## src/rtl/vlc_pkg.sv

```systemverilog
`timescale 1ns / 1ps
// ----------------------------------------------------------------------------
// vlc_pkg
// Shared types and codes for the versioned lru object cache.
// ----------------------------------------------------------------------------
package vlc_pkg;

    typedef struct packed {
        logic        valid;
        logic [63:0] key;
        logic [63:0] version;
        logic [63:0] signature;
        logic [63:0] frame;
    } t_entry;

    typedef enum logic [2:0] {
        S_IDLE,
        S_SCAN,
        S_DECIDE,
        S_WRITE,
        S_DONE
    } t_state;

    localparam logic [1:0] OP_RESOLVE = 2'd0;
    localparam logic [1:0] OP_CLEAR   = 2'd1;
    localparam logic [1:0] OP_STAT    = 2'd2;

    localparam logic [2:0] CNT_DYNAMIC   = 3'd0;
    localparam logic [2:0] CNT_PACKFAIL  = 3'd1;
    localparam logic [2:0] CNT_HITS      = 3'd2;
    localparam logic [2:0] CNT_MISSES    = 3'd3;
    localparam logic [2:0] CNT_UPDATES   = 3'd4;
    localparam logic [2:0] CNT_EVICTIONS = 3'd5;
    localparam logic [2:0] SEL_ENTRIES   = 3'd6;

    localparam int NUM_CNT = 6;

endpackage

```

## src/rtl/vlc_cell.sv

```systemverilog
`timescale 1ns / 1ps
// ----------------------------------------------------------------------------
// vlc_cell
// One cache entry of the rotating ring; takes its neighbor's entry on shift.
// ----------------------------------------------------------------------------
module vlc_cell
    import vlc_pkg::*;
(
    input  logic   i_clk,
    input  logic   i_rst_n,
    input  logic   i_shift,
    input  logic   i_clr,
    input  t_entry i_prev,
    output t_entry o_entry
);

    logic   r_valid;
    t_entry r_data;

    always_ff @(posedge i_clk) begin
        if (!i_rst_n) begin
            r_valid <= 1'b0;
        end else if (i_clr) begin
            r_valid <= 1'b0;
        end else if (i_shift) begin
            r_valid <= i_prev.valid;
        end
    end

    always_ff @(posedge i_clk) begin
        if (i_shift) begin
            r_data <= i_prev;
        end
    end

    always_comb begin
        o_entry       = r_data;
        o_entry.valid = r_valid;
    end

endmodule

```

## config.mk

```make
export PLATFORM = sky130hd
export DESIGN_NAME = vlc_cell
export DESIGN_NICKNAME = d
export VERILOG_FILES = /design/src/rtl/vlc_pkg.sv /design/src/rtl/vlc_cell.sv
export SDC_FILE = /design/constraint.sdc
export NUM_CORES = 1
export LEC_CHECK = 0
export BUFFER_PORTS_ARGS = -buffer_cell sky130_fd_sc_hd__buf_2
export CAP_MARGIN = 40
export CORE_AREA = 2 2 199 201
export DETAILED_ROUTE_END_ITERATION = 7
export DIE_AREA = 0 0 201 203
export GPL_TIMING_DRIVEN = 1
export PLACE_DENSITY = 0.41
export SLEW_MARGIN = 20
export SYNTH_ARGS = -nofsm -noshare
export SYNTH_HDL_FRONTEND = slang
export SYNTH_SLANG_ARGS = --single-unit
```

## constraint.sdc

```tcl
create_clock -name i_clk -period 0.8 [get_ports i_clk]
set_input_delay 0.16 -clock i_clk [delete_from_list [all_inputs] [get_ports i_clk]]
set_output_delay 0.16 -clock i_clk [all_outputs]
set_load 0.05 [all_outputs]
```

==> flow_summary.toml <==
[timing]
max_slew.worst_pin.slew_ns = 0.195
setup_violations = 257
period_needed_ns = 1.29
slew_headroom_pct = 87.0
setup_ws_ns = -0.494
rsz0062_at_grt = "yes"
fin_skew_ns = 0
hold_viol = 0
fin_crit_sh_pct = 162
max_clock_freq_mhz = 773
slew_viol_final = 0

[critical_path]
reg2reg_from = "r_valid$_SDFFE_PP0P_"
arrival_ns = 1.13
endpoint_kind = "output pin"
cp_slowest_cell = "edfxtp_1"
cp-start-kind = "register"
startpoint = "o_entry[175]$_DFFE_PP_"
regToRegSetupSlack_ns = 0.01
crit_path_max_incr_delay_ns = 0.42
path_buf_inv = 1
path_max_fanout = 1
setup.worst_path.class = "reg2out"
crit_family = "flip-flops"
crit_required_ns = 0.64
path_cells = "buf_6"

[placement]
hpwl_mm = 17.9
dp.cells = 1319
place_area_um2 = 11300
preCtsSetupSlack_ns = -0.159
place.gp.congestion = 0.749
portBuffers = 517

[floorplan]
io_pins = 518
die-width_um = 201
design.core.area_um2 = 38500
start_util_pct = 20.1
die_h_um = 203
dieArea_um2 = 40800
num_rows = 72

[cells_and_area]
multi_input_area_um2 = 35.0
n_antenna_cell = 0
fill_cells = 3419
drive_gt1_share_pct = 51.9
finalNonFillerCells = 1625
fin_area_um2 = 16300
area.sequential_um2 = 7710
fin_nets = 1351
syn_to_final_growth_pct = 110

[clock_network]
cts_sinks = 257
root_buffer = "clkbuf_16"
clk_pin_slew_ns = 0.06
worstSkewPairLatency_ns = 0.52
clk_path_buf_depth = 3
htreeDepth = 1
cts_tree = "built"
cts_made_buffers = 27

[power_and_ir_drop]
power_density_nw_per_um2 = 2190
power_leakage_nw = 6.72
peakVddDrop_mv = 1.50

[flow_run]
cap_viol_max_count = 0

[yosys]
syn_nets = 521
synth_area_um2 = 7740
post-synth-top-count-cell = "edfxtp_1"
synth_ff_type = "edfxtp_1"
netlist.area_leader.share_pct = 99.4
ys_warn_count = 0
synth-edff-count = 256
synthTopCellsByArea = "edfxtp_1 99%, dfxtp_1 0.26%, nor3b_2 0.16%, mux2i_1 0.13%, buf_4 0.097%"
ys_types = 5
synth_async_sr_flop_share_pct = 0
ys_ff_latch = 257
avgSynthCellArea_um2 = 29.8
seq_area_frac_synth_pct = 99.6
ys_top_cells_by_count = "256 x edfxtp_1, 1 x buf_4, 1 x dfxtp_1, 1 x mux2i_1, 1 x nor3b_2"
postSynthCellCount = 260
yosys.area.top_type = "edfxtp_1"

[global_routing]
grt_pass1_vias = 6610
grt_use_met1_pct = 13.2
grt_pass1_wl_mm = 38.6
antenna_found_initial = 0
gr-usage-met2_pct = 22.7
grtUsageMet3_pct = 3.85
overflow = 0
grt.total_usage_pct = 12.3
grt_max_degree = 30
top_usage_layer = "met2"

[routing]
drt_iter0_markers = 192
wl_per_cell_um = 16.0
vias_per_cell = 3.62
drtAntennaViolNets = 0
first_pass_iters = 6
remaining_drc_errors = 0
postRouteWirelength_mm = 26.0
num_vias = 5880

[outcome]
status = "complete, but fails checks"
violations = "negative setup slack"

[min_path]
hold_class = "in2reg"
hold_start = "i_shift"
cells by family after synthesis:
kind of cell,share of synthesized area (%)
buf+inv,0.0971
flops,99.6
mux,0.129
simple gates,0.162
flip-flops by register name, summed over array words and instances (netlist names):
name	flops
o_entry	256
r_valid	1
worst paths after layout:
| kind | depth (start not counted) | end |
|---|---|---|
| worst max-delay path | 1 | o_entry[175] |
| worst min-delay path | 2 | o_entry[126]$_DFFE_PP_ |
| worst max register to register | 3 | r_valid$_SDFFE_PP0P_ |
| worst min register to register | 3 | r_valid$_SDFFE_PP0P_ |
cell usage in the layout, fill, tap and decap left out:
cell	n
clkbuf_1	8
clkinv_1	10
clkinv_2	1
buf_8	2
mux2i_4	1
nor3b_2	1
edfxtp_1	256
buf_6	254
buf_2	259
buf_12	10
dlygate4sd3_1	259
buf_4	18
clkbuf_16	27
dfxtp_2	1
area by class of cell:
type | count | share of cell area (%)
clock inverters | 11 | 0.262
flip-flops and latches | 257 | 47.4
repair buffers | 802 | 43.8
clock buffers | 35 | 4.34
well taps | 518 | 3.99
multi-input cells | 2 | 0.216
per-layer routing:
layer	routed length (um)	up-vias	part of all wire (%)
met2	13800	301	53
met5	0	-	0
met3	2170	44	8.3
met4	597	0	2.3
li1	-	2726	-
met1	9370	2809	36
timing repair:
| action | CTS | global route |
|---|---|---|
| endpoints found under the setup margin | 257 | 258 |
| hold buffers | 260 | 0 |
| gates resized for setup | 512 | 2 |
| buffers inserted | 0 | 1 |
| endpoints found under the hold margin | 258 | 0 |
power breakdown:
part	total, mW	switching, mW	leakage [nW]	internal (mW)
registers	16.5	0.513	2.51	16.0
clock network	10.9	4.79	0.362	6.12
logic	8.19	4.87	3.84	3.32
through the flow:
step	total power, mW	utilization, %	hold slack [ns]	TNS (ns)
floorplan	20.3	-	0.230	0
finish	35.6	42.3	0.0194	-113.30
detailed placement	22.5	29.4	0.332	-29.01
global placement	22.5	29.4	0.336	-28.73
CTS	36.0	42.2	0.0754	-120.86
global route	36.9	42.3	0.0237	-125.07
Note: power is estimated with default switching activity, not from simulation.
