===== src/rtl/vlc_pkg.sv =====
`timescale 1ns / 1ps
// ----------------------------------------------------------------------------
// vlc_pkg
// Shared types and codes for the versioned lru object cache.
// ----------------------------------------------------------------------------
package vlc_pkg;

    typedef struct packed {
        logic        valid;
        logic [63:0] key;
        logic [63:0] version;
        logic [63:0] signature;
        logic [63:0] frame;
    } t_entry;

    typedef enum logic [2:0] {
        S_IDLE,
        S_SCAN,
        S_DECIDE,
        S_WRITE,
        S_DONE
    } t_state;

    localparam logic [1:0] OP_RESOLVE = 2'd0;
    localparam logic [1:0] OP_CLEAR   = 2'd1;
    localparam logic [1:0] OP_STAT    = 2'd2;

    localparam logic [2:0] CNT_DYNAMIC   = 3'd0;
    localparam logic [2:0] CNT_PACKFAIL  = 3'd1;
    localparam logic [2:0] CNT_HITS      = 3'd2;
    localparam logic [2:0] CNT_MISSES    = 3'd3;
    localparam logic [2:0] CNT_UPDATES   = 3'd4;
    localparam logic [2:0] CNT_EVICTIONS = 3'd5;
    localparam logic [2:0] SEL_ENTRIES   = 3'd6;

    localparam int NUM_CNT = 6;

endpackage


===== src/rtl/vlc_ctrl.sv =====
`timescale 1ns / 1ps
// ----------------------------------------------------------------------------
// vlc_ctrl
// Sequencer: scans the ring at its head, decides, rewrites on a second pass.
// ----------------------------------------------------------------------------
module vlc_ctrl
    import vlc_pkg::*;
#(
    parameter int ENTRIES = 64
) (
    input  logic          i_clk,
    input  logic          i_rst_n,
    input  logic          i_cfg_wr_en,
    input  logic [6:0]    i_cfg_wr_data,
    input  logic          i_in_valid,
    output logic          o_in_ready,
    input  logic [1:0]    i_op,
    input  logic [63:0]   i_identity,
    input  logic          i_id_avail,
    input  logic [63:0]   i_version,
    input  logic [63:0]   i_signature,
    input  logic [63:0]   i_frame,
    input  logic          i_build_ok,
    input  logic          i_packed_req,
    input  logic          i_packed_ok,
    input  logic [2:0]    i_stat_sel,
    input  t_entry        i_head,
    output t_entry        o_feedback,
    output logic          o_shift,
    output logic          o_clr,
    output logic          o_out_valid,
    input  logic          i_out_ready,
    output logic          o_ok,
    output logic          o_hit,
    output logic          o_cached,
    output logic [5:0]    o_slot,
    output logic          o_evicted,
    output logic [63:0]   o_evicted_identity,
    output logic [6:0]    o_entry_count,
    output logic [63:0]   o_stat_value
);

    localparam int IW = (ENTRIES > 1) ? $clog2(ENTRIES) : 1;
    localparam int CW = $clog2(ENTRIES + 1);
    localparam int EW = (CW > 7) ? CW : 7;

    t_state r_state, n_state;
    logic [6:0]    r_cap;
    logic [CW-1:0] r_count;
    logic [63:0]   r_cnt [NUM_CNT];
    logic [IW-1:0] r_idx;

    // held request
    logic [63:0] r_id, r_ver, r_sig, r_frm;
    logic        r_build, r_pfail;

    // scan results
    logic          r_found, r_fmatch, r_free, r_lru;
    logic [IW-1:0] r_fidx, r_freeidx, r_lruidx;
    logic [63:0]   r_lrufrm, r_lrukey;

    // write plan
    logic          r_wr, r_wr_full, r_ev;
    logic [IW-1:0] r_wr_idx, r_ev_idx;

    // result
    logic          r_ok, r_hit, r_cached, r_evd;
    logic [IW-1:0] r_slot;
    logic [63:0]   r_evid, r_stat;

    // output register
    logic          r_ovalid, r_o_ok, r_o_hit, r_o_cached, r_o_ev;
    logic [5:0]    r_o_slot;
    logic [63:0]   r_o_evid, r_o_stat;
    logic [6:0]    r_o_count;

    logic [EW-1:0] eff_cap, cap_x;
    logic          accept, cacheable, load_out, evict_now;
    logic [IW-1:0] target;
    logic [IW+5:0] slot_x;
    logic [CW+6:0] count_x;

    always_comb begin
        cap_x = EW'(r_cap);
        if (r_cap == 7'd0) begin
            eff_cap = EW'(1);
        end else if (cap_x > EW'(ENTRIES)) begin
            eff_cap = EW'(ENTRIES);
        end else begin
            eff_cap = cap_x;
        end
    end

    assign accept    = i_in_valid && o_in_ready;
    assign cacheable = i_id_avail && (i_identity != 64'd0) && (i_version != 64'd0);
    assign load_out  = (r_state == S_DONE) && (!r_ovalid || i_out_ready);
    assign evict_now = (EW'(r_count) >= eff_cap) && r_lru;
    assign target    = (evict_now && (!r_free || r_lruidx < r_freeidx)) ? r_lruidx
                                                                        : r_freeidx;

    always_ff @(posedge i_clk) begin
        if (!i_rst_n) begin
            r_state <= S_IDLE;
        end else begin
            r_state <= n_state;
        end
    end

    always_comb begin
        n_state    = r_state;
        o_in_ready = 1'b0;
        o_shift    = 1'b0;
        o_clr      = 1'b0;
        o_feedback = i_head;
        unique case (r_state)
            S_IDLE: begin
                o_in_ready = 1'b1;
                if (i_in_valid) begin
                    o_clr = (i_op == OP_CLEAR);
                    if (i_op == OP_RESOLVE && cacheable) begin
                        n_state = S_SCAN;
                    end else begin
                        n_state = S_DONE;
                    end
                end
            end
            S_SCAN: begin
                o_shift = 1'b1;
                if (r_idx == '0) begin
                    n_state = S_DECIDE;
                end
            end
            S_DECIDE: begin
                n_state = r_wr ? S_WRITE : S_DONE;
                if (r_found && r_fmatch) begin
                    n_state = S_WRITE;
                end else if (r_build) begin
                    n_state = S_WRITE;
                end else begin
                    n_state = S_DONE;
                end
            end
            S_WRITE: begin
                o_shift = 1'b1;
                if (r_wr && r_idx == r_wr_idx) begin
                    if (r_wr_full) begin
                        o_feedback = '{1'b1, r_id, r_ver, r_sig, r_frm};
                    end else begin
                        o_feedback.frame = r_frm;
                    end
                end else if (r_ev && r_idx == r_ev_idx) begin
                    o_feedback.valid = 1'b0;
                end
                if (r_idx == '0) begin
                    n_state = S_DONE;
                end
            end
            S_DONE: begin
                if (load_out) begin
                    n_state = S_IDLE;
                end
            end
            default: n_state = S_IDLE;
        endcase
    end

    // ring visits slots from the top down, so later candidates are lower slots
    always_ff @(posedge i_clk) begin
        if (!i_rst_n) begin
            r_cap   <= 7'd64;
            r_count <= '0;
            for (int k = 0; k < NUM_CNT; k++) begin
                r_cnt[k] <= 64'd0;
            end
        end else begin
            if (i_cfg_wr_en) begin
                r_cap <= i_cfg_wr_data;
            end
            if (accept) begin
                r_idx <= IW'(ENTRIES - 1);
                r_id  <= i_identity;
                r_ver <= i_version;
                r_sig <= i_signature;
                r_frm <= i_frame;
                r_build <= i_build_ok;
                r_pfail <= i_packed_req && !i_packed_ok;
                r_found <= 1'b0;
                r_free  <= 1'b0;
                r_lru   <= 1'b0;
                r_wr    <= 1'b0;
                r_ev    <= 1'b0;
                r_ok    <= 1'b0;
                r_hit   <= 1'b0;
                r_cached <= 1'b0;
                r_evd   <= 1'b0;
                r_slot  <= '0;
                r_evid  <= 64'd0;
                r_stat  <= 64'd0;
                case (i_op)
                    OP_CLEAR: begin
                        r_count <= '0;
                        for (int k = 0; k < NUM_CNT; k++) begin
                            r_cnt[k] <= 64'd0;
                        end
                    end
                    OP_STAT: begin
                        if (i_stat_sel < SEL_ENTRIES) begin
                            r_stat <= r_cnt[i_stat_sel];
                        end else if (i_stat_sel == SEL_ENTRIES) begin
                            r_stat <= 64'(r_count);
                        end
                    end
                    OP_RESOLVE: begin
                        if (!cacheable) begin
                            r_cnt[CNT_DYNAMIC] <= r_cnt[CNT_DYNAMIC] + 64'd1;
                            if (i_build_ok) begin
                                r_ok <= 1'b1;
                                if (i_packed_req && !i_packed_ok) begin
                                    r_cnt[CNT_PACKFAIL] <= r_cnt[CNT_PACKFAIL] + 64'd1;
                                end
                            end
                        end
                    end
                    default: ;
                endcase
            end
            if (r_state == S_WRITE && r_idx == '0) begin
                r_idx <= IW'(ENTRIES - 1);
            end else if (r_state == S_SCAN || r_state == S_WRITE) begin
                r_idx <= r_idx - IW'(1);
            end
            if (r_state == S_SCAN) begin
                if (i_head.valid && i_head.key == r_id) begin
                    r_found  <= 1'b1;
                    r_fidx   <= r_idx;
                    r_fmatch <= (i_head.version == r_ver) && (i_head.signature == r_sig);
                end
                if (!i_head.valid) begin
                    r_free    <= 1'b1;
                    r_freeidx <= r_idx;
                end
                if (i_head.valid && (!r_lru || i_head.frame <= r_lrufrm)) begin
                    r_lru    <= 1'b1;
                    r_lruidx <= r_idx;
                    r_lrufrm <= i_head.frame;
                    r_lrukey <= i_head.key;
                end
            end
            if (r_state == S_DECIDE) begin
                r_idx <= IW'(ENTRIES - 1);
                if (r_found && r_fmatch) begin
                    r_cnt[CNT_HITS] <= r_cnt[CNT_HITS] + 64'd1;
                    r_wr      <= 1'b1;
                    r_wr_full <= 1'b0;
                    r_wr_idx  <= r_fidx;
                    r_ok      <= 1'b1;
                    r_hit     <= 1'b1;
                    r_cached  <= 1'b1;
                    r_slot    <= r_fidx;
                end else if (r_build) begin
                    if (r_pfail) begin
                        r_cnt[CNT_PACKFAIL] <= r_cnt[CNT_PACKFAIL] + 64'd1;
                    end
                    r_cnt[CNT_MISSES] <= r_cnt[CNT_MISSES] + 64'd1;
                    r_wr      <= 1'b1;
                    r_wr_full <= 1'b1;
                    r_ok      <= 1'b1;
                    r_cached  <= 1'b1;
                    if (r_found) begin
                        r_cnt[CNT_UPDATES] <= r_cnt[CNT_UPDATES] + 64'd1;
                        r_wr_idx <= r_fidx;
                        r_slot   <= r_fidx;
                    end else begin
                        r_wr_idx <= target;
                        r_slot   <= target;
                        if (evict_now) begin
                            r_cnt[CNT_EVICTIONS] <= r_cnt[CNT_EVICTIONS] + 64'd1;
                            r_ev     <= 1'b1;
                            r_ev_idx <= r_lruidx;
                            r_evd    <= 1'b1;
                            r_evid   <= r_lrukey;
                        end else begin
                            r_count <= r_count + CW'(1);
                        end
                    end
                end
            end
        end
    end

    assign slot_x  = {6'd0, r_slot};
    assign count_x = {7'd0, r_count};

    always_ff @(posedge i_clk) begin
        if (!i_rst_n) begin
            r_ovalid <= 1'b0;
        end else if (load_out) begin
            r_ovalid <= 1'b1;
        end else if (i_out_ready) begin
            r_ovalid <= 1'b0;
        end
    end

    always_ff @(posedge i_clk) begin
        if (load_out) begin
            r_o_ok     <= r_ok;
            r_o_hit    <= r_hit;
            r_o_cached <= r_cached;
            r_o_slot   <= slot_x[5:0];
            r_o_ev     <= r_evd;
            r_o_evid   <= r_evid;
            r_o_count  <= count_x[6:0];
            r_o_stat   <= r_stat;
        end
    end

    assign o_out_valid        = r_ovalid;
    assign o_ok               = r_o_ok;
    assign o_hit              = r_o_hit;
    assign o_cached           = r_o_cached;
    assign o_slot             = r_o_slot;
    assign o_evicted          = r_o_ev;
    assign o_evicted_identity = r_o_evid;
    assign o_entry_count      = r_o_count;
    assign o_stat_value       = r_o_stat;

endmodule


===== config.mk =====
export PLATFORM = sky130hd
export DESIGN_NAME = vlc_ctrl
export DESIGN_NICKNAME = d
export VERILOG_FILES = /design/src/rtl/vlc_pkg.sv /design/src/rtl/vlc_ctrl.sv
export SDC_FILE = /design/constraint.sdc
export NUM_CORES = 2
export LEC_CHECK = 0
export BUFFER_PORTS_ARGS = -buffer_cell sky130_fd_sc_hd__buf_2
export CELL_PAD_IN_SITES_DETAIL_PLACEMENT = 1
export CELL_PAD_IN_SITES_GLOBAL_PLACEMENT = 1
export CORE_AREA = 2 2 369 371
export DETAILED_ROUTE_END_ITERATION = 12
export DIE_AREA = 0 0 371 373
export PLACE_DENSITY_LB_ADDON = 0.25
export SETUP_SLACK_MARGIN = 0.1
export SYNTH_ARGS = -nofsm -noshare
export SYNTH_HDL_FRONTEND = slang
export SYNTH_SLANG_ARGS = --single-unit

===== constraint.sdc =====
create_clock -name i_clk -period 23.5 [get_ports i_clk]
set_input_delay 4.7 -clock i_clk [delete_from_list [all_inputs] [get_ports i_clk]]
set_output_delay 4.7 -clock i_clk [all_outputs]
set_load 0.005 [all_outputs]

==> metrics.csv <==
stage,metric,value,unit
run,max cap viols,0,
routing,drt first pass iters,5,
placement,gp weighted congestion,1.05,
clock_tree,TritonCTS clock tree,done,
status,status,finished clean,
power,Pleak,23.8,nW
critical_path,RR Startpoint,r_lrufrm[39],
cells_and_area,max reg flops,384,
critical_path,R2R setup slack,19.05,ns
placement,PortBufs,939,
clock_tree,"Hold-fix buffers, CTS",0,
critical_path,CP max stage delay,0.89,ns
min_path,worst hold path depth,0,
synthesis,dominant synthesized flop cell,edfxtp_1,
routing,Final ANT Viol Nets,0,
synthesis,sequential share of the synthesized area,0.610,
global_routing,Tot GR Track Use,0.333,
cells_and_area,Final Core Density,0.489,
critical_path,Setup crit start kind,primary input,
synthesis,Ys Warns,0,
timing,fmax,93.5,MHz
timing,fin crit share,0.455,
cells_and_area,share of layout cells above drive strength 1,0.285,
global_routing,vias in the first global route,41800,
routing,DRC,0,
routing,WL per Instance,32.3,microns
floorplanning,Rows,135,
global_routing,initial antenna violation count,130,
critical_path,r2r worst-path depth,11,
critical_path,WS Path Type,in -> out,
timing,worst clock skew,0.0268,ns
cells_and_area,NumNets Final,5877,
clock_tree,"Clk Latency, worst-skew pair",0.79,ns
power,Power Dens Cells,74.1,nW/um^2
routing,DRT iter0 DRCs,3770,
clock_tree,H-tree depth,4,
routing,vias,40900,
clock_tree,# clock sinks,1114,
synthesis,Seq cells post-synth,1114,
global_routing,first-pass GRT wire length,321,mm
timing,setup violators final,0,
global_routing,grt ovf,0,
placement,detailed placement HPWL,183,mm
critical_path,cells along the critical path,buf_2 -> inv_1 -> o21ai_0 -> buf_2,
timing,RSZ-0062 raised after global routing,false,
timing,slew margin rel.,0.121,
routing,drt total wl,233,mm
timing,count of final hold-check violations,0,
timing,Worst Tran Pin Value,1.32,ns
floorplanning,I/O Pins,940,
synthesis,Yosys cell types,65,
cells_and_area,Area Growth Syn to Fin,20.6,%
clock_tree,Post-CTS Setup Repair Bufs,0,
routing,Via density,5.67,
clock_tree,CTS max path bufs,3,
min_path,Hold Crit Endpoint,o_stat_value[18],
global_routing,largest net degree at the start of global routing,151,
power,VDD IR max,72.1,uV
clock_tree,Root Driver,clkbuf_16,
min_path,Worst Min Path Start,r_stat[18],
floorplanning,DIE AREA,138000,sq um
synthesis,Mapped Cells,4296,
timing,setup tns final,0,ns
critical_path,"Top cell by count, worst path",buf_2,
floorplanning,core area,135000,sq um
cells_and_area,largest register by flop count,r_cnt,
timing,Max Slew Vio Count,0,
timing,final worst path period need,10.69,ns
critical_path,Worst Path Required,18.80,ns
synthesis,syn nets,4915,
floorplanning,initial core utilization,0.405,
critical_path,Worst Path Max Fanout,3,
clock_tree,post-CTS sizing,0,
clock_tree,total CTS buffers,133,
critical_path,critical path endpoint category,primary output,
critical_path,CP arrival,5.99,ns
synthesis,Synth Cell Area,54600,sq um
synthesis,"EDFF count, synth",1096,
clock_tree,Worst-path clk slew,0.06,ns
floorplanning,die width,371,microns
synthesis,syn_area_per_cell,12.7,sq um
critical_path,Reg-to-Reg End,r_lrukey[56],
min_path,Hold Path Class,reg -> reg,
synthesis,Async SR Flop Fraction,0,
floorplanning,Die Span Y,373,microns
critical_path,CP max-delay cell,o21ai_0,
critical path, delay by kind of cell:
family	cells	cell delay (ns)
compound gates	1	0.89
buf+inv	3	0.40
where the power goes:
group | internal, mW | switching [mW] | total (mW)
clock | 1.15 | 0.887 | 2.03
sequential | 2.31 | 0.0862 | 2.39
combinational | 0.161 | 0.285 | 0.445
cells by family (layout without fill, tap and decap cells):
family,after synthesis,count (layout),synth area share
AOI/OAI and AO/OA,331,331,0.0375
xor gates and xnor gates,524,524,0.0841
adders and majority gates,85,85,0.0195
buffers and inverters,337,1403,0.0239
DFF,1114,1114,0.610
muxes,392,392,0.0922
other,0,67,0
and+or+nand+nor,1513,1513,0.133
stage by stage:
| step | hold slack, ns | area (sq um) | power, mW | setup WS (ns) | cells |
|---|---|---|---|---|---|
| after floorplan | 0.400 | 54600 | 2.62 | 3.73 | 4296 |
| after global placement | 0.402 | 61400 | 2.86 | 12.88 | 6904 |
| after detailed placement | 0.405 | 61400 | 2.87 | 12.81 | 6904 |
| after CTS | 0.410 | 65600 | 4.90 | 12.81 | 7143 |
| after global routing | 0.423 | 65700 | 5.01 | 12.76 | 7187 |
| final | 0.416 | 65800 | 4.87 | 12.81 | 7210 |
layer usage:
metal  GRT usage  part of all wire
met1       0.389              0.37
met4       0.205             0.066
met5           0            0.0011
met3      0.0837             0.075
met2       0.548              0.48
worst max path at each step:
stage / cells after the start / slack (ns) / start / endpoint
after global routing: 4 / 12.76 / i_head[182] / o_feedback[182]
after global placement: 4 / 12.88 / i_head[153] / o_feedback[153]
after detailed placement: 4 / 12.81 / i_head[182] / o_feedback[182]
after floorplan: 4 / 3.73 / i_rst_n / r_build
final: 4 / 12.81 / i_head[185] / o_feedback[185]
after CTS: 4 / 12.81 / i_head[182] / o_feedback[182]
layout make-up:
class	count	area, sq um
antenna	67	168
clock buffer	160	3490
clock inverter	79	718
fill	14200	68900
inverter	176	661
multi-input combinational	2845	20100
sequential	1114	33300
tap	1781	2230
timing repair buffer	988	5110
placed cells by master (no fill, tap or decap), types with 47 or more instances in the layout:
cell,synthesis,layout
nand4_1,137,137
a211oi_1,59,59
clkbuf_16,0,135
inv_1,175,175
and3_1,71,70
buf_2,26,935
o21ai_0,129,127
mux2i_1,89,89
xor2_1,285,285
mux2_2,239,239
mux4_2,62,62
nor4_1,79,77
buf_4,0,50
nand3_1,156,156
ha_1,85,85
edfxtp_1,1096,1096
a21oi_1,58,58
nand2_1,326,318
xnor2_1,239,239
nor2_1,546,542
diode_2,0,67
and4_1,47,47
synth_stat cells, types with 15 or more instances:
cell type  number  share of area
a211oi_1       59         0.0081
a21oi_1        58         0.0053
a221oi_1       15         0.0024
and2_1         25         0.0029
and3_1         71         0.0081
and4_1         47         0.0075
buf_1          22         0.0015
buf_2          26         0.0024
clkbuf_1      112         0.0077
dfxtp_1        18         0.0066
edfxtp_1     1096           0.60
ha_1           85          0.019
inv_1         175          0.012
mux2_2        239          0.049
mux2i_1        89          0.016
mux4_2         62          0.026
nand2_1       326          0.022
nand3_1       156          0.014
nand4_1       137          0.016
nor2_1        546          0.038
nor3_1         45         0.0041
nor4_1         79         0.0091
o21ai_0       129          0.012
o22ai_1        16         0.0018
or3_1          22         0.0025
xnor2_1       239          0.038
xor2_1        285          0.046
Power figures use the tool's default switching activity.
